$ cat config.mk
export PLATFORM = sky130hd
export DESIGN_NAME = power_output_protection_supervisor
export DESIGN_NICKNAME = d
export VERILOG_FILES = /design/src/design/pops_pkg.sv /design/src/design/power_output_protection_supervisor.sv
export SDC_FILE = /design/constraint.sdc
export NUM_CORES = 1
export LEC_CHECK = 0
export ABC_AREA = 1
export BUFFER_PORTS_ARGS = -buffer_cell sky130_fd_sc_hd__buf_2
export CORE_UTILIZATION = 45
export DETAILED_ROUTE_END_ITERATION = 8
export GPL_TIMING_DRIVEN = 1
export PLACE_DENSITY = 0.74
export SLEW_MARGIN = 10
export SYNTH_ARGS = -nofsm -noshare
export SYNTH_HDL_FRONTEND = slang
export SYNTH_SLANG_ARGS = --single-unit
$ cat constraint.sdc
create_clock -name clk -period 2.9 [get_ports clk]
set_input_delay 0.29 -clock clk [delete_from_list [all_inputs] [get_ports clk]]
set_output_delay 0.29 -clock clk [all_outputs]
set_load 0.01 [all_outputs]
$ cat src/design/pops_pkg.sv
package pops_pkg;

	localparam int unsigned ReadingW = 12;
	localparam int unsigned CellOneW = 16;
	localparam int unsigned TimeW    = 32;
	localparam int unsigned CfgDataW = 16;
	localparam int unsigned CfgIdxW  = 3;

	localparam int unsigned UndervoltDelayMsDefault = 2000;
	localparam int unsigned BlinkMsDefault          = 1000;

	localparam logic [ReadingW-1:0] InputCurrentMaxRst  = 12'd950;
	localparam logic [ReadingW-1:0] PackVoltageMinRst   = 12'd1406;
	localparam logic [ReadingW-1:0] OutputVoltageMaxRst = 12'd2890;
	localparam logic [ReadingW-1:0] OutputCurrentMaxRst = 12'd1950;
	localparam logic [ReadingW-1:0] OutputVoltageMinRst = 12'd2750;
	localparam logic [ReadingW-1:0] FanOnCurrentRst     = 12'd600;
	localparam logic [CellOneW-1:0] CellOneMinRst       = 16'd710;
	localparam logic [ReadingW-1:0] CellTwoMinRst       = 12'd696;

	typedef enum logic [CfgIdxW-1:0] {
		REG_INPUT_CURRENT_MAX  = 3'd0,
		REG_PACK_VOLTAGE_MIN   = 3'd1,
		REG_OUTPUT_VOLTAGE_MAX = 3'd2,
		REG_OUTPUT_CURRENT_MAX = 3'd3,
		REG_OUTPUT_VOLTAGE_MIN = 3'd4,
		REG_FAN_ON_CURRENT     = 3'd5,
		REG_CELL_ONE_MIN       = 3'd6,
		REG_CELL_TWO_MIN       = 3'd7
	} cfg_reg_t;

	typedef struct packed {
		logic [ReadingW-1:0] input_current;
		logic [ReadingW-1:0] output_current;
		logic [ReadingW-1:0] output_voltage;
		logic [ReadingW-1:0] pack_voltage;
		logic [ReadingW-1:0] cell_two_voltage;
		logic [TimeW-1:0]    now_ms;
	} sample_t;

	typedef struct packed {
		logic                output_enable;
		logic                fan_on;
		logic                switch_led;
		logic                cell_one_ok;
		logic                cell_two_ok;
		logic                overcurrent_fault;
		logic                undervoltage_fault;
		logic [CellOneW-1:0] cell_one_voltage;
	} result_t;

endpackage

$ cat src/design/power_output_protection_supervisor.sv
// Power output protection supervisor.
// Sample channel (sample_valid/sample_ready/sample) carries one word of five
// 12-bit converter readings plus a millisecond time stamp. Result channel
// (result_valid/result_ready/result) returns one word per sample: output
// enable, fan, switch LED level, cell OK flags, latched faults and the
// derived first cell voltage.
// Limits are set through cfg_wr_en/cfg_index/cfg_data; the user must write them
// only while no sample is in flight, which the block does not enforce. Writes
// take effect at once; indexes map to cfg_reg_t. A sample enters the input
// register on acceptance and its result the output register once that is free.
// Throughput: one sample per cycle while the output is not stalled; the
// compare-and-latch logic between the two registers is the only stage.
// The latches, time marks and LED level advance as a sample moves into the
// output register, so results follow sample order.
// Reset clears both fault latches, both time marks, the LED level and all
// valid flags, and restores the default limits.
// While result_valid is high and result_ready low the result word holds, the
// input register keeps one more sample, sample_ready drops until output drains.
module power_output_protection_supervisor
	import pops_pkg::*;
#(
	parameter int unsigned UNDERVOLT_DELAY_MS = UndervoltDelayMsDefault,
	parameter int unsigned BLINK_MS           = BlinkMsDefault
) (
	input  logic                clk,
	input  logic                arst_n,
	input  logic                cfg_wr_en,
	input  logic [CfgIdxW-1:0]  cfg_index,
	input  logic [CfgDataW-1:0] cfg_data,
	input  logic                sample_valid,
	output logic                sample_ready,
	input  sample_t             sample,
	output logic                result_valid,
	input  logic                result_ready,
	output result_t             result
);

	logic [ReadingW-1:0] input_current_max_q;
	logic [ReadingW-1:0] pack_voltage_min_q;
	logic [ReadingW-1:0] output_voltage_max_q;
	logic [ReadingW-1:0] output_current_max_q;
	logic [ReadingW-1:0] output_voltage_min_q;
	logic [ReadingW-1:0] fan_on_current_q;
	logic [CellOneW-1:0] cell_one_min_q;
	logic [ReadingW-1:0] cell_two_min_q;

	logic             overcurrent_q;
	logic             undervoltage_q;
	logic [TimeW-1:0] last_healthy_q;
	logic [TimeW-1:0] last_toggle_q;
	logic             led_q;

	logic    valid_s1;
	sample_t sample_s1;
	logic    valid_s2;
	result_t result_s2;

	logic    out_free;
	logic    advance;

	logic [CellOneW-1:0] cell_one;
	logic [TimeW-1:0]    since_toggle;
	logic [TimeW-1:0]    since_healthy;
	logic                limits_ok;
	logic                enable;
	logic                blink;
	logic                led_next;
	logic                over_next;
	logic                under_low;
	logic                under_next;
	result_t             result_next;

	assign out_free     = !valid_s2 || result_ready;
	assign advance      = valid_s1 && out_free;
	assign sample_ready = !valid_s1 || out_free;
	assign result_valid = valid_s2;
	assign result       = result_s2;

	always_ff @(posedge clk or negedge arst_n) begin
		if (!arst_n) begin
			input_current_max_q  <= InputCurrentMaxRst;
			pack_voltage_min_q   <= PackVoltageMinRst;
			output_voltage_max_q <= OutputVoltageMaxRst;
			output_current_max_q <= OutputCurrentMaxRst;
			output_voltage_min_q <= OutputVoltageMinRst;
			fan_on_current_q     <= FanOnCurrentRst;
			cell_one_min_q       <= CellOneMinRst;
			cell_two_min_q       <= CellTwoMinRst;
		end else if (cfg_wr_en) begin
			unique case (cfg_reg_t'(cfg_index))
				REG_INPUT_CURRENT_MAX:  input_current_max_q  <= cfg_data[ReadingW-1:0];
				REG_PACK_VOLTAGE_MIN:   pack_voltage_min_q   <= cfg_data[ReadingW-1:0];
				REG_OUTPUT_VOLTAGE_MAX: output_voltage_max_q <= cfg_data[ReadingW-1:0];
				REG_OUTPUT_CURRENT_MAX: output_current_max_q <= cfg_data[ReadingW-1:0];
				REG_OUTPUT_VOLTAGE_MIN: output_voltage_min_q <= cfg_data[ReadingW-1:0];
				REG_FAN_ON_CURRENT:     fan_on_current_q     <= cfg_data[ReadingW-1:0];
				REG_CELL_ONE_MIN:       cell_one_min_q       <= cfg_data;
				REG_CELL_TWO_MIN:       cell_two_min_q       <= cfg_data[ReadingW-1:0];
				default: ;
			endcase
		end
	end

	always_comb begin
		cell_one = CellOneW'({4'b0, sample_s1.pack_voltage})
			- CellOneW'({4'b0, sample_s1.cell_two_voltage});
		since_toggle  = sample_s1.now_ms - last_toggle_q;
		since_healthy = sample_s1.now_ms - last_healthy_q;

		limits_ok = (sample_s1.input_current <= input_current_max_q)
			&& (sample_s1.pack_voltage >= pack_voltage_min_q)
			&& (sample_s1.output_voltage <= output_voltage_max_q)
			&& (sample_s1.output_current <= output_current_max_q);
		// faults as they stood before this sample
		enable = limits_ok && !overcurrent_q && !undervoltage_q;

		blink    = !enable && (since_toggle > TimeW'(BLINK_MS));
		led_next = enable ? 1'b1 : (blink ? !led_q : led_q);

		over_next  = overcurrent_q || (sample_s1.output_current > output_current_max_q);
		under_low  = sample_s1.output_voltage <= output_voltage_min_q;
		under_next = undervoltage_q
			|| (under_low && (since_healthy >= TimeW'(UNDERVOLT_DELAY_MS)));

		result_next.output_enable      = enable;
		result_next.fan_on             = sample_s1.output_current >= fan_on_current_q;
		result_next.switch_led         = led_next;
		result_next.cell_one_ok        = cell_one > cell_one_min_q;
		result_next.cell_two_ok        = sample_s1.cell_two_voltage > cell_two_min_q;
		result_next.overcurrent_fault  = over_next;
		result_next.undervoltage_fault = under_next;
		result_next.cell_one_voltage   = cell_one;
	end

	always_ff @(posedge clk or negedge arst_n) begin
		if (!arst_n) begin
			valid_s1 <= 1'b0;
		end else if (sample_ready) begin
			valid_s1 <= sample_valid;
		end
	end

	always_ff @(posedge clk) begin
		if (sample_ready && sample_valid) begin
			sample_s1 <= sample;
		end
	end

	always_ff @(posedge clk or negedge arst_n) begin
		if (!arst_n) begin
			valid_s2 <= 1'b0;
		end else if (out_free) begin
			valid_s2 <= valid_s1;
		end
	end

	always_ff @(posedge clk) begin
		if (advance) begin
			result_s2 <= result_next;
		end
	end

	// advance state only as a word moves into the output register
	always_ff @(posedge clk or negedge arst_n) begin
		if (!arst_n) begin
			overcurrent_q  <= 1'b0;
			undervoltage_q <= 1'b0;
			last_healthy_q <= '0;
			last_toggle_q  <= '0;
			led_q          <= 1'b0;
		end else if (advance) begin
			overcurrent_q  <= over_next;
			undervoltage_q <= under_next;
			led_q          <= led_next;
			if (blink) begin
				last_toggle_q <= sample_s1.now_ms;
			end
			if (!under_low) begin
				last_healthy_q <= sample_s1.now_ms;
			end
		end
	end

`ifndef SYNTHESIS
	a_over_sticky: assert property (@(posedge clk) disable iff (!arst_n)
		overcurrent_q |=> overcurrent_q)
		else $error("overcurrent latch cleared without reset");

	a_under_sticky: assert property (@(posedge clk) disable iff (!arst_n)
		undervoltage_q |=> undervoltage_q)
		else $error("undervoltage latch cleared without reset");

	a_enable_led: assert property (@(posedge clk) disable iff (!arst_n)
		(result_valid && result.output_enable) |-> result.switch_led)
		else $error("switch LED not lit while output enabled");

	a_enable_no_oc: assert property (@(posedge clk) disable iff (!arst_n)
		(result_valid && result.output_enable) |-> !result.overcurrent_fault)
		else $error("output enabled together with overcurrent fault");
`endif

endmodule
==> results.toml <==
[run_status]
status = "finished, violations left"
violations = "negative setup slack"

[critical_path]
crit_path_max_fanout = 4
endpoint_kind = "register"
arrival_ns = 3.44
rrSetupSlack_ns = -0.21
cpPeakStageDelay_ns = 0.37
crit_chain = "inv_2, ha_4, inv_1, fa_2, nand3_2, and2_4, o221ai_2, a21o_1, a21oi_2, o21bai_1, a21oi_2, ha_1, nand2_1, inv_1, o21ai_1, nand2_1, a221oi_2, a31oi_1"
crit_required_ns = 3.23
critical-path-top-delay-family = "compound AO/OA/AOI/OAI gates"
crit_type = "reg -> reg"
worstSetupStartpointType = "register"
crit_slowest_cell = "edfxtp_1"
crit_buf_inv = 3

[route]
routed_wl_mm = 50.8
vias_per_cell = 5.08
drt_first_pass_iters = 5
dr_total_vias = 16200
final_antenna_net_count = 0
post_drt_wl_per_cell_um = 15.9
route.detailed.drc = 0
drt_iter0_drc = 879

[sta]
fin_crit_ns = 3.11
fin_skew_ns = 0.0164
hold_violations = 0
final_max_slew_viol_count = 0
grt_setup_unrepaired = "true"
setup_viol = 1
tightest_slew_ns = 0.919
setup_ws_ns = -0.211
slew_headroom_pct = 38.6
holdWs_ns = 0.259
clock.fmax_ghz = 0.321
fin_crit_sh_pct = 107

[pwr]
power_frac_comb_pct = 45.0
powerDensity_nw_per_um2 = 743
switchingPower_w = 0.00688
p_int_w = 0.0102
p_seq_share_pct = 31.8
peakVddDrop_mv = 0.591
switching_share_pct = 40.2
finalPower_w = 0.0171
power.share.clock_pct = 23.2
leakage_nw = 11.4

[placed_design]
gp_congestion = 0.947
post-place-ws_ns = -0.333
post-place-cells = 3002
dp_hpwl_mm = 35.7
portBuffers = 140

[clock_network]
numClockSinks = 281
cts-root-buf = "clkbuf_16"
cts_tree = "done"
clock_latency_ns = 0.60
htreeDepth = 1
cts_buffers = 31
clk_transition_reported_paths_ns = 0.07
cts_max_path_buffers = 3

[synthesis]
synth_top_family_by_area = "simple AND/OR/NAND/NOR gates"
synth_cells = 2292
synth.net_count = 2585
synth_edf_count = 112
synth_cell_types = 46
yosysTopAreaCell = "edfxtp_1"
synth_warnings = 0
synth-compound-area-share_pct = 9.31
synth_area_leaders = "edfxtp_1, dfrtp_1, nand2_1"
ys_seq_area_share_pct = 43.0
yosys.area_share.adder_pct = 12.6
synth_flop_cell = "dfrtp_1"
netlist_area_um2 = 17800
synth_xor_area_share_pct = 0.984
syn_avg_cell_area_um2 = 7.77
synth_top_area_share_pct = 18.9
ys_seq_elements = 281
muxShareOfSynthArea_pct = 0.0632
yosys.area_share.simple_pct = 23.5
async_reset_ff_share_pct = 60.1

[floorplan]
die_area_um2 = 40400
start_util_pct = 45.9
ioPinCount = 141
rows = 72
die_w_um = 201
coreArea_um2 = 38800
die_h_um = 201

[global_routing]
grt-busiest-layer = "met2"
antenna_found_initial = 1
grt_pass1_vias = 16000
met2_usage_pct = 44.0
overflow = 0
grt_first_pass_wirelength_mm = 78.4
grtUsageMet3_pct = 3.81
use_met1_pct = 28.9
grt_max_degree = 68
grt_usage_pct = 24.2

[min_path]
min_path_type = "in -> reg"

[run]
maxCapViolations = 0

[final_layout]
fin_nets = 2949
area_growth_pct = 29.2
finalNonFillerCells = 3200
nFillCells = 3302
final_layout_size_suffix_gt1_share_pct = 20.5
## flip-flops by register name, indices dropped and copies added, names as in the netlist
register,flops
undervoltage_q,1
result,20
led_q,1
pack_voltage_min_q,12
last_toggle_q,32
overcurrent_q,1
cell_two_min_q,12
input_current_max_q,12
output_voltage_max_q,12
last_healthy_q,32
valid_s1,1
output_voltage_min_q,12
output_current_max_q,12
cell_one_min_q,16
result_valid,1
sample_s1,92
fan_on_current_q,12
## cell usage after synthesis (23+ instances only)
cell type  instances
nand2_1          683
inv_1            441
ha_1             174
o21ai_0          165
nor2_1           129
nand3_1          126
dfrtp_1          118
a21oi_1          113
edfxtp_1         112
dfstp_2           51
nand4_1           27
clkbuf_1          23
## layer usage
layer	up-vias	share of wire, %
li1	8062	-
met1	7612	41
met2	434	50
met3	130	4.9
met4	2	3.8
met5	-	0.026
## worst reg2reg max path: stages, from the launching register on
cell	delay, ns
edfxtp_1	0.37
inv_2	0.09
ha_4	0.13
inv_1	0.06
fa_2	0.35
nand3_2	0.08
and2_4	0.15
o221ai_2	0.10
a21o_1	0.18
a21oi_2	0.14
o21bai_1	0.09
a21oi_2	0.25
ha_1	0.31
nand2_1	0.08
inv_1	0.03
o21ai_1	0.11
nand2_1	0.08
a221oi_2	0.17
a31oi_1	0.06
## cells by family after synthesis
| family | count (synthesis) |
|---|---|
| AOI/OAI and AO/OA | 313 |
| xor gates and xnor gates | 20 |
| adders and majority gates | 177 |
| buffers and inverters | 484 |
| DFF | 281 |
| muxes | 1 |
| and+or+nand+nor | 1016 |
## layout by cell type (no fill, tap or decap), types with 11 or more instances in the layout
| cell type | count |
|---|---|
| nand2_1 | 653 |
| ha_2 | 15 |
| nand3b_1 | 12 |
| xor2_1 | 13 |
| nand2_2 | 35 |
| nand4_1 | 27 |
| dfstp_2 | 51 |
| buf_2 | 139 |
| dfrtp_1 | 118 |
| o21bai_1 | 11 |
| edfxtp_1 | 112 |
| nand3_2 | 43 |
| dlygate4sd3_1 | 110 |
| buf_4 | 100 |
| inv_1 | 435 |
| nor2_1 | 112 |
| ha_1 | 134 |
| a21oi_1 | 97 |
| o21ai_0 | 157 |
| nor3_1 | 12 |
| nand3_1 | 84 |
| a21oi_2 | 15 |
| ha_4 | 25 |
| clkbuf_16 | 33 |
| nor2_2 | 16 |
## stage by stage
step	util, %	TNS (ns)	area, µm²
after floorplan	-	-0.0437	17800
after global placement	50.8	-0.183	19700
after detailed placement	50.8	-0.333	19700
after CTS	56.3	-0.207	21900
after global routing	59.3	-5.13	23000
final	59.3	-0.211	23000
## what timing repair did
item	in CTS	in global routing
gates resized for setup	6	195
hold buffers	110	0
pin swaps	4	37
setup endpoints to repair	1	37
hold endpoints to repair	144	0
gates cloned	0	7
setup buffers	2	20
## path summary, 6_finish.rpt
| check | to | startpoint | cells after the start |
|---|---|---|---|
| max | result[19]$_DFFE_PP_ | sample_s1[44]$_DFFE_PP_ | 18 |
| min | cell_two_min_q[0]$_DFFE_PN0P_ | cfg_data[0] | 3 |
| max reg2reg | result[19]$_DFFE_PP_ | sample_s1[44]$_DFFE_PP_ | 18 |
| min reg2reg | undervoltage_q$_DFFE_PN0P_ | undervoltage_q$_DFFE_PN0P_ | 1 |
| max in group asynchronous | output_voltage_min_q[9]$_DFFE_PN1P_ | arst_n | 3 |
| min in group asynchronous | cell_two_min_q[2]$_DFFE_PN0P_ | arst_n | 2 |
## final cells by class
cell class,instances,area [µm²],share of cell area [%]
diodes,1,2.50,0.0109
clock buffers,40,860,3.74
clock inverters,18,164,0.712
inverters,449,1700,7.39
multi-input cells,1530,9200,40.0
flip-flops and latches,281,7660,33.3
well taps,518,648,2.82
repair buffers,362,2770,12.0
repair inverters,1,8.76,0.0381
## power by group through the flow
stage	logic, W	registers (W)	clock network, W
floorplan	0.00485	0.00541	0
global placement	0.00655	0.00546	0
detailed placement	0.00673	0.00549	0
CTS	0.00690	0.00543	0.00401
global route	0.00873	0.00552	0.00416
finish	0.00770	0.00544	0.00397
(Power assumes the default switching activity.)
